**src/rtl/bltw_pkg.sv**
```systemverilog
// Shared types, sizes and register codes of the bilinear trapezoid warp.
package bltw_pkg;

   localparam int IMG_WIDTH   = 256;
   localparam int IMG_HEIGHT  = 256;
   localparam int STORE_DEPTH = IMG_WIDTH * IMG_HEIGHT;
   localparam int ADDR_W      = $clog2(STORE_DEPTH);
   localparam int X_W         = $clog2(IMG_WIDTH);
   localparam int Y_W         = $clog2(IMG_HEIGHT);

   localparam int COORD_W     = 8;
   localparam int CHAN_W      = 16;
   localparam int PIX_W       = 3 * CHAN_W;

   localparam int NUM_REGS    = 8;
   localparam int REG_IDX_W   = $clog2(NUM_REGS);
   localparam int COEF_W      = 32;
   localparam int FRAC_W      = 16;
   localparam int P_LIN_W     = COEF_W + COORD_W + 1;
   localparam int P_CROSS_W   = COEF_W + 2 * COORD_W + 1;
   localparam int SUM_W       = COEF_W + 2 * COORD_W;
   localparam int INT_W       = SUM_W - FRAC_W;

   localparam logic signed [COEF_W-1:0] ONE_Q16 = COEF_W'(1 << FRAC_W);
   localparam logic signed [SUM_W-1:0]  NEG_ONE_Q16 = -SUM_W'(1 << FRAC_W);

   localparam int QUEUE_DEPTH = 4;
   localparam int QPTR_W      = $clog2(QUEUE_DEPTH);
   localparam int QCNT_W      = $clog2(QUEUE_DEPTH + 1);

   typedef enum logic {
      OP_WRITE = 1'b0,
      OP_READ  = 1'b1
   } op_type;

   typedef enum logic [REG_IDX_W-1:0] {
      REG_COEF_X_COL,
      REG_COEF_X_ROW,
      REG_COEF_X_CROSS,
      REG_OFFSET_X,
      REG_COEF_Y_COL,
      REG_COEF_Y_ROW,
      REG_COEF_Y_CROSS,
      REG_OFFSET_Y
   } reg_index_type;

   typedef struct packed {
      op_type              op;
      logic                blank;
      logic [ADDR_W-1:0]   addr;
      logic [PIX_W-1:0]    data;
   } cmd_type;

   function automatic logic [ADDR_W-1:0] pixel_addr(logic [ADDR_W-1:0] y,
                                                    logic [ADDR_W-1:0] x);
      pixel_addr = ADDR_W'(y * IMG_WIDTH + x);
   endfunction

endpackage

```
**src/rtl/bltw_queue.sv**
```systemverilog
// Short command queue between the mapping front end and the frame store back end.
module bltw_queue import bltw_pkg::*; (
   input  logic     clock,
   input  logic     reset,
   input  logic     push,
   input  cmd_type  push_cmd,
   output logic     full,
   input  logic     pop,
   output cmd_type  pop_cmd,
   output logic     empty
);

   cmd_type             entry_ff [QUEUE_DEPTH];
   logic [QPTR_W-1:0]   wr_ptr_ff, wr_ptr_in;
   logic [QPTR_W-1:0]   rd_ptr_ff, rd_ptr_in;
   logic [QCNT_W-1:0]   count_ff, count_in;

   assign full    = (count_ff == QCNT_W'(QUEUE_DEPTH));
   assign empty   = (count_ff == '0);
   assign pop_cmd = entry_ff[rd_ptr_ff];

   always_comb begin
      wr_ptr_in = wr_ptr_ff;
      rd_ptr_in = rd_ptr_ff;
      count_in  = count_ff;
      if (push) begin
         wr_ptr_in = (wr_ptr_ff == QPTR_W'(QUEUE_DEPTH - 1)) ? '0 : wr_ptr_ff + 1'b1;
      end
      if (pop) begin
         rd_ptr_in = (rd_ptr_ff == QPTR_W'(QUEUE_DEPTH - 1)) ? '0 : rd_ptr_ff + 1'b1;
      end
      if (push && !pop) begin
         count_in = count_ff + 1'b1;
      end else if (pop && !push) begin
         count_in = count_ff - 1'b1;
      end
   end

   always_ff @(posedge clock) begin
      if (reset) begin
         wr_ptr_ff <= '0;
         rd_ptr_ff <= '0;
         count_ff  <= '0;
      end else begin
         wr_ptr_ff <= wr_ptr_in;
         rd_ptr_ff <= rd_ptr_in;
         count_ff  <= count_in;
      end
   end

   always_ff @(posedge clock) begin
      if (push) begin
         entry_ff[wr_ptr_ff] <= push_cmd;
      end
   end

endmodule

```
**config.mk**
```make
export PLATFORM = sky130hd
export DESIGN_NAME = bltw_queue
export DESIGN_NICKNAME = d
export VERILOG_FILES = /design/src/rtl/bltw_pkg.sv /design/src/rtl/bltw_queue.sv
export SDC_FILE = /design/constraint.sdc
export NUM_CORES = 1
export LEC_CHECK = 0
export ABC_CLOCK_PERIOD_IN_PS = 5500
export BUFFER_PORTS_ARGS = -buffer_cell sky130_fd_sc_hd__buf_2
export CAP_MARGIN = 20
export CORE_UTILIZATION = 35
export DETAILED_ROUTE_END_ITERATION = 10
export MAX_ROUTING_LAYER = met4
export PLACE_DENSITY = 0.57
export SLEW_MARGIN = 30
export SYNTH_ARGS = -nofsm -noshare
export SYNTH_HDL_FRONTEND = slang
export SYNTH_SLANG_ARGS = --single-unit
```
**constraint.sdc**
```tcl
create_clock -name clock -period 5.5 [get_ports clock]
set_clock_uncertainty 0.05 [all_clocks]
set_input_delay 0.825 -clock clock [delete_from_list [all_inputs] [get_ports clock]]
set_output_delay 0.825 -clock clock [all_outputs]
set_load 0.1 [all_outputs]
```
Word level (Yosys, flattened, before mapping)
Memory sizes are Yosys's and may differ from the RTL's. A register that Yosys moved wholly into a read port is not among the register bits.
Cells that the tools add are included.
- bits in registers: 7
- bits in latches: 0
- bits in writable memories: 264
- memory bits (read-only): 0
- input port bits: 70
- output and inout bits: 68
- word-level logic and storage cells: 25
- memories: 1
- add/subtract/negate cells: 4
- multipliers: 0
- div/mod/pow operators: 0
- $lt $le $gt $ge: 0
- eq/ne operators: 3
- shift-type cells: 0
- muxes and demuxes: 8
- bitwise gates (word level): 0
- reduce and logical (&&, ||, !) cells: 6
- memories (name ; depth ; width ; rd ports ; clocked after Yosys merged registers in ; wr ports ; RTL line ; text):
    entry_ff ; 4 ; 66 ; 1 ; 1 ; 1 ; bltw_queue.sv:13 ; cmd_type entry_ff [QUEUE_DEPTH];
- operator list (kind ; count):
    two-way mux 2 bit ; 4
    two-way mux 3 bit ; 2
    adder 2 x 1 -> 2 bit (second input constant) ; 2
    equality test 2 bit (second input constant) ; 2
    adder 3 x 1 -> 3 bit (second input constant) ; 1
    equality test 3 bit (second input constant) ; 1
    logical NOT 3 bit ; 1
    subtractor 3 x 1 -> 3 bit (second input constant) ; 1
    logical AND 1 bit ; 2
    logical NOT 1 bit ; 2
    two-way mux 1 bit ; 2
    nonzero test 2 bit ; 1

Logic depth before layout (Yosys ltp)
- depth in word-level cells: 4
- depth in mapped cells: 7
- mapped depth without buffers: 7

Least setup slack after synthesis
OpenSTA, ideal clock, no wires.
- path type: reg2out
- start: reg count_ff[1]
- end: out full
- arrival: 2552 ps
- data required time: 4625 ps
- setup slack: 2073 ps
- stages on the path, launching flop included: 2
- path buffers: 0
- cell sequence: dfxtp_1 > nor3b_1
- cells in the longest elaborated chain, start to end: 1
- RTL lines (element ; RTL line ; text):
    start: declaration ; bltw_queue.sv:16 ; logic [QCNT_W-1:0] count_ff, count_in;
    start signal: assignment ; bltw_queue.sv:47 ; count_ff <= count_in;
    equality test 3 bit ; bltw_queue.sv:18 ; assign full = (count_ff == QCNT_W'(QUEUE_DEPTH));
    end: declaration ; bltw_queue.sv:7 ; output logic full,
Every way passes these cells.

==> results_dict.tcl <==
set metrics [dict create \
    vias 4501 \
    dr.first_iter.drc_count 232 \
    drive_gt1_frac 0.453 \
    io_buffer_count 137 \
    area_delta_synth_final_pct 21.1 \
    nets 627 \
    cts_hold_buffers 0 \
    grt_pass1_vias 4921 \
    clk_path_buf_depth 3 \
    seq_area_frac_synth 0.814 \
    hp-class "input port to flop" \
    grt_use_total 0.130 \
    syn-cell-area_mm2 0.00996 \
    r2r_slack_ns 3.71 \
    routedWlPerCell_um 19.3 \
    ys.flop_type "edfxtp_1" \
    r2r_start "wr_ptr_ff[0]$_SDFFE_PP0P_" \
    yosys_warnings 0 \
    period_needed_ns 3.53 \
    synth_edf_count 264 \
    ys_seq_elements 273 \
    insertion_delay_ns 0.53 \
    grt_pass1_wl_um 27600 \
    layout_common_cells "edfxtp_1 (264), buf_2 (137), mux4_2 (66)" \
    worstSetupPathType "flop to primary output" \
    maxCapViolCount 0 \
    status "finished clean" \
    fp.dieW_um 171 \
    cts_resized 0 \
    max_freq_mhz 283 \
    post-cts-setup-buffers 0 \
    syn_inst 388 \
    dr.pass1.iters 4 \
    yosysUniqueCellTypes 19 \
    syn_area_per_cell_um2 25.7 \
    required_ns 4.62 \
    tritoncts "yes" \
    startpoint_type "flop" \
    worst_slew_pin_slew_ns 0.623 \
    fin_tns_setup_ns 0 \
    drc 0 \
    vias_per_cell 4.75 \
    start_util 0.357 \
    rows 61 \
    drt_wl_total_um 18300 \
    fillers 2411 \
    grt_max_degree 39 \
    worstPathMaxFanout 28 \
    core-area_mm2 0.0279 \
    maxSlewHeadroom 0.585 \
    place_hpwl_um 11500 \
    dieArea_mm2 0.0291 \
    antenna_found_initial 2 \
    ys_async_sr_fraction 0 \
    cp-end-kind "primary output" \
    cp.arrival_ns 2.66 \
    antenna_left 0 \
    layout_commonest_cell "edfxtp_1" \
    place_inst 898 \
    cts-htree-levels 1 \
    hp-start "push_cmd[65]" \
    cts_sinks 273 \
    final_hold_viol_count 0 \
    timing_max_transition_violations_final 0 \
    instances_no_fill 948 \
    setup_viol 0 \
    synthesis.nets 465 \
    io_pins 138 \
    root_buffer "clkbuf_16" \
    vdd_drop_max_mv 0.189 \
    clk_pin_slew_ns 0.06 \
    p_leak_nw 4.05 \
    p_per_area_mw_per_mm2 419 \
    rsz0062_at_grt "false" \
    fp.dieH_um 171 \
    gp_congestion 0.681 \
    cts_inserted_buffers 28 \
    timing.final.crit_share 0.642 \
    grt_overflow_total 0 \
]
[sequential cells by signal (all words and copies together), names as in the netlist, named ones only]
register,cells
entry_ff,264
count_ff,3
rd_ptr_ff,2
wr_ptr_ff,2
[power by group]
group / internal [mW] / total [mW] / switching (mW)
combinational: 0.180 / 0.843 / 0.664
clock: 1.05 / 1.78 / 0.737
sequential: 2.38 / 2.42 / 0.0419
total: 3.61 / 5.05 / 1.44
[final cells by class]
type                            count  area [um^2]  share of cell area
Clock buffer                       33          741              0.0614
Clock inverter                     16          128              0.0106
Sequential cell                   273         8120               0.673
Tap cell                          378          473              0.0392
Timing Repair Buffer              146          848              0.0703
Inverter                            4         15.0             0.00124
Antenna cell                        1         2.50            0.000207
Multi-Input combinational cell     97         1740               0.144
[Yosys cell counts, types with 2 or more instances]
master    instances  share of area
ha_1              6         0.0075
buf_6             5         0.0057
mux4_2           66           0.15
a21oi_1           2         0.0010
edfxtp_1        264           0.80
dfxtp_1           9          0.018
mux2i_1           4         0.0040
nor2_1            7         0.0026
clkbuf_1          2        0.00075
buf_2             5         0.0025
buf_4             2         0.0015
and2_1            4         0.0025
xor2_1            2         0.0018
nor3b_1           2         0.0015
inv_1             4         0.0015
[cells by family (layout without fill, tap and decap cells)]
group	count (synthesis)	in the layout	share of synthesized area
flops	273	273	0.814
mux	70	70	0.153
buf+inv	18	199	0.0119
simple gates	15	15	0.00779
fa+ha+maj	7	7	0.00955
compound gates	3	3	0.00151
xor+xnor	2	2	0.00176
other cells	0	1	0
[critical path, stage by stage, from the launching register on]
cell,delay [ns]
dfxtp_4,0.72
buf_4,0.48
mux4_2,0.57
buf_2,0.31
[path summary, 6_finish.rpt]
path                          endpoint  depth (start not counted)
min reg2reg   count_ff[2]$_SDFFE_PP0P_                          2
max                        pop_cmd[47]                          3
min          entry_ff[2][65]$_DFFE_PP_                          1
max reg2reg  entry_ff[3][10]$_DFFE_PP_                          4
[per-stage QoR]
stage | setup slack (ns) | power, mW | cell area, um^2 | util | hold WS, ns
floorplan | 2.07 | 3.15 | 9960 | - | 0.410
global placement | 2.41 | 3.30 | 11000 | 0.396 | 0.429
detailed placement | 2.42 | 3.32 | 11200 | 0.402 | 0.459
CTS | 1.83 | 5.11 | 12100 | 0.433 | 0.429
global route | 1.77 | 5.21 | 12100 | 0.433 | 0.432
finish | 1.97 | 5.05 | 12100 | 0.433 | 0.453
[routing by layer]
metal | up-vias | GRT usage | wire length [um]
li1 | 1985 | - | -
met1 | 2367 | 0.158 | 7690
met2 | 111 | 0.214 | 9130
met3 | 38 | 0.0340 | 1110
met4 | 0 | 0.0356 | 391
met5 | - | - | 0
Note: power is estimated with default switching activity, not from simulation.
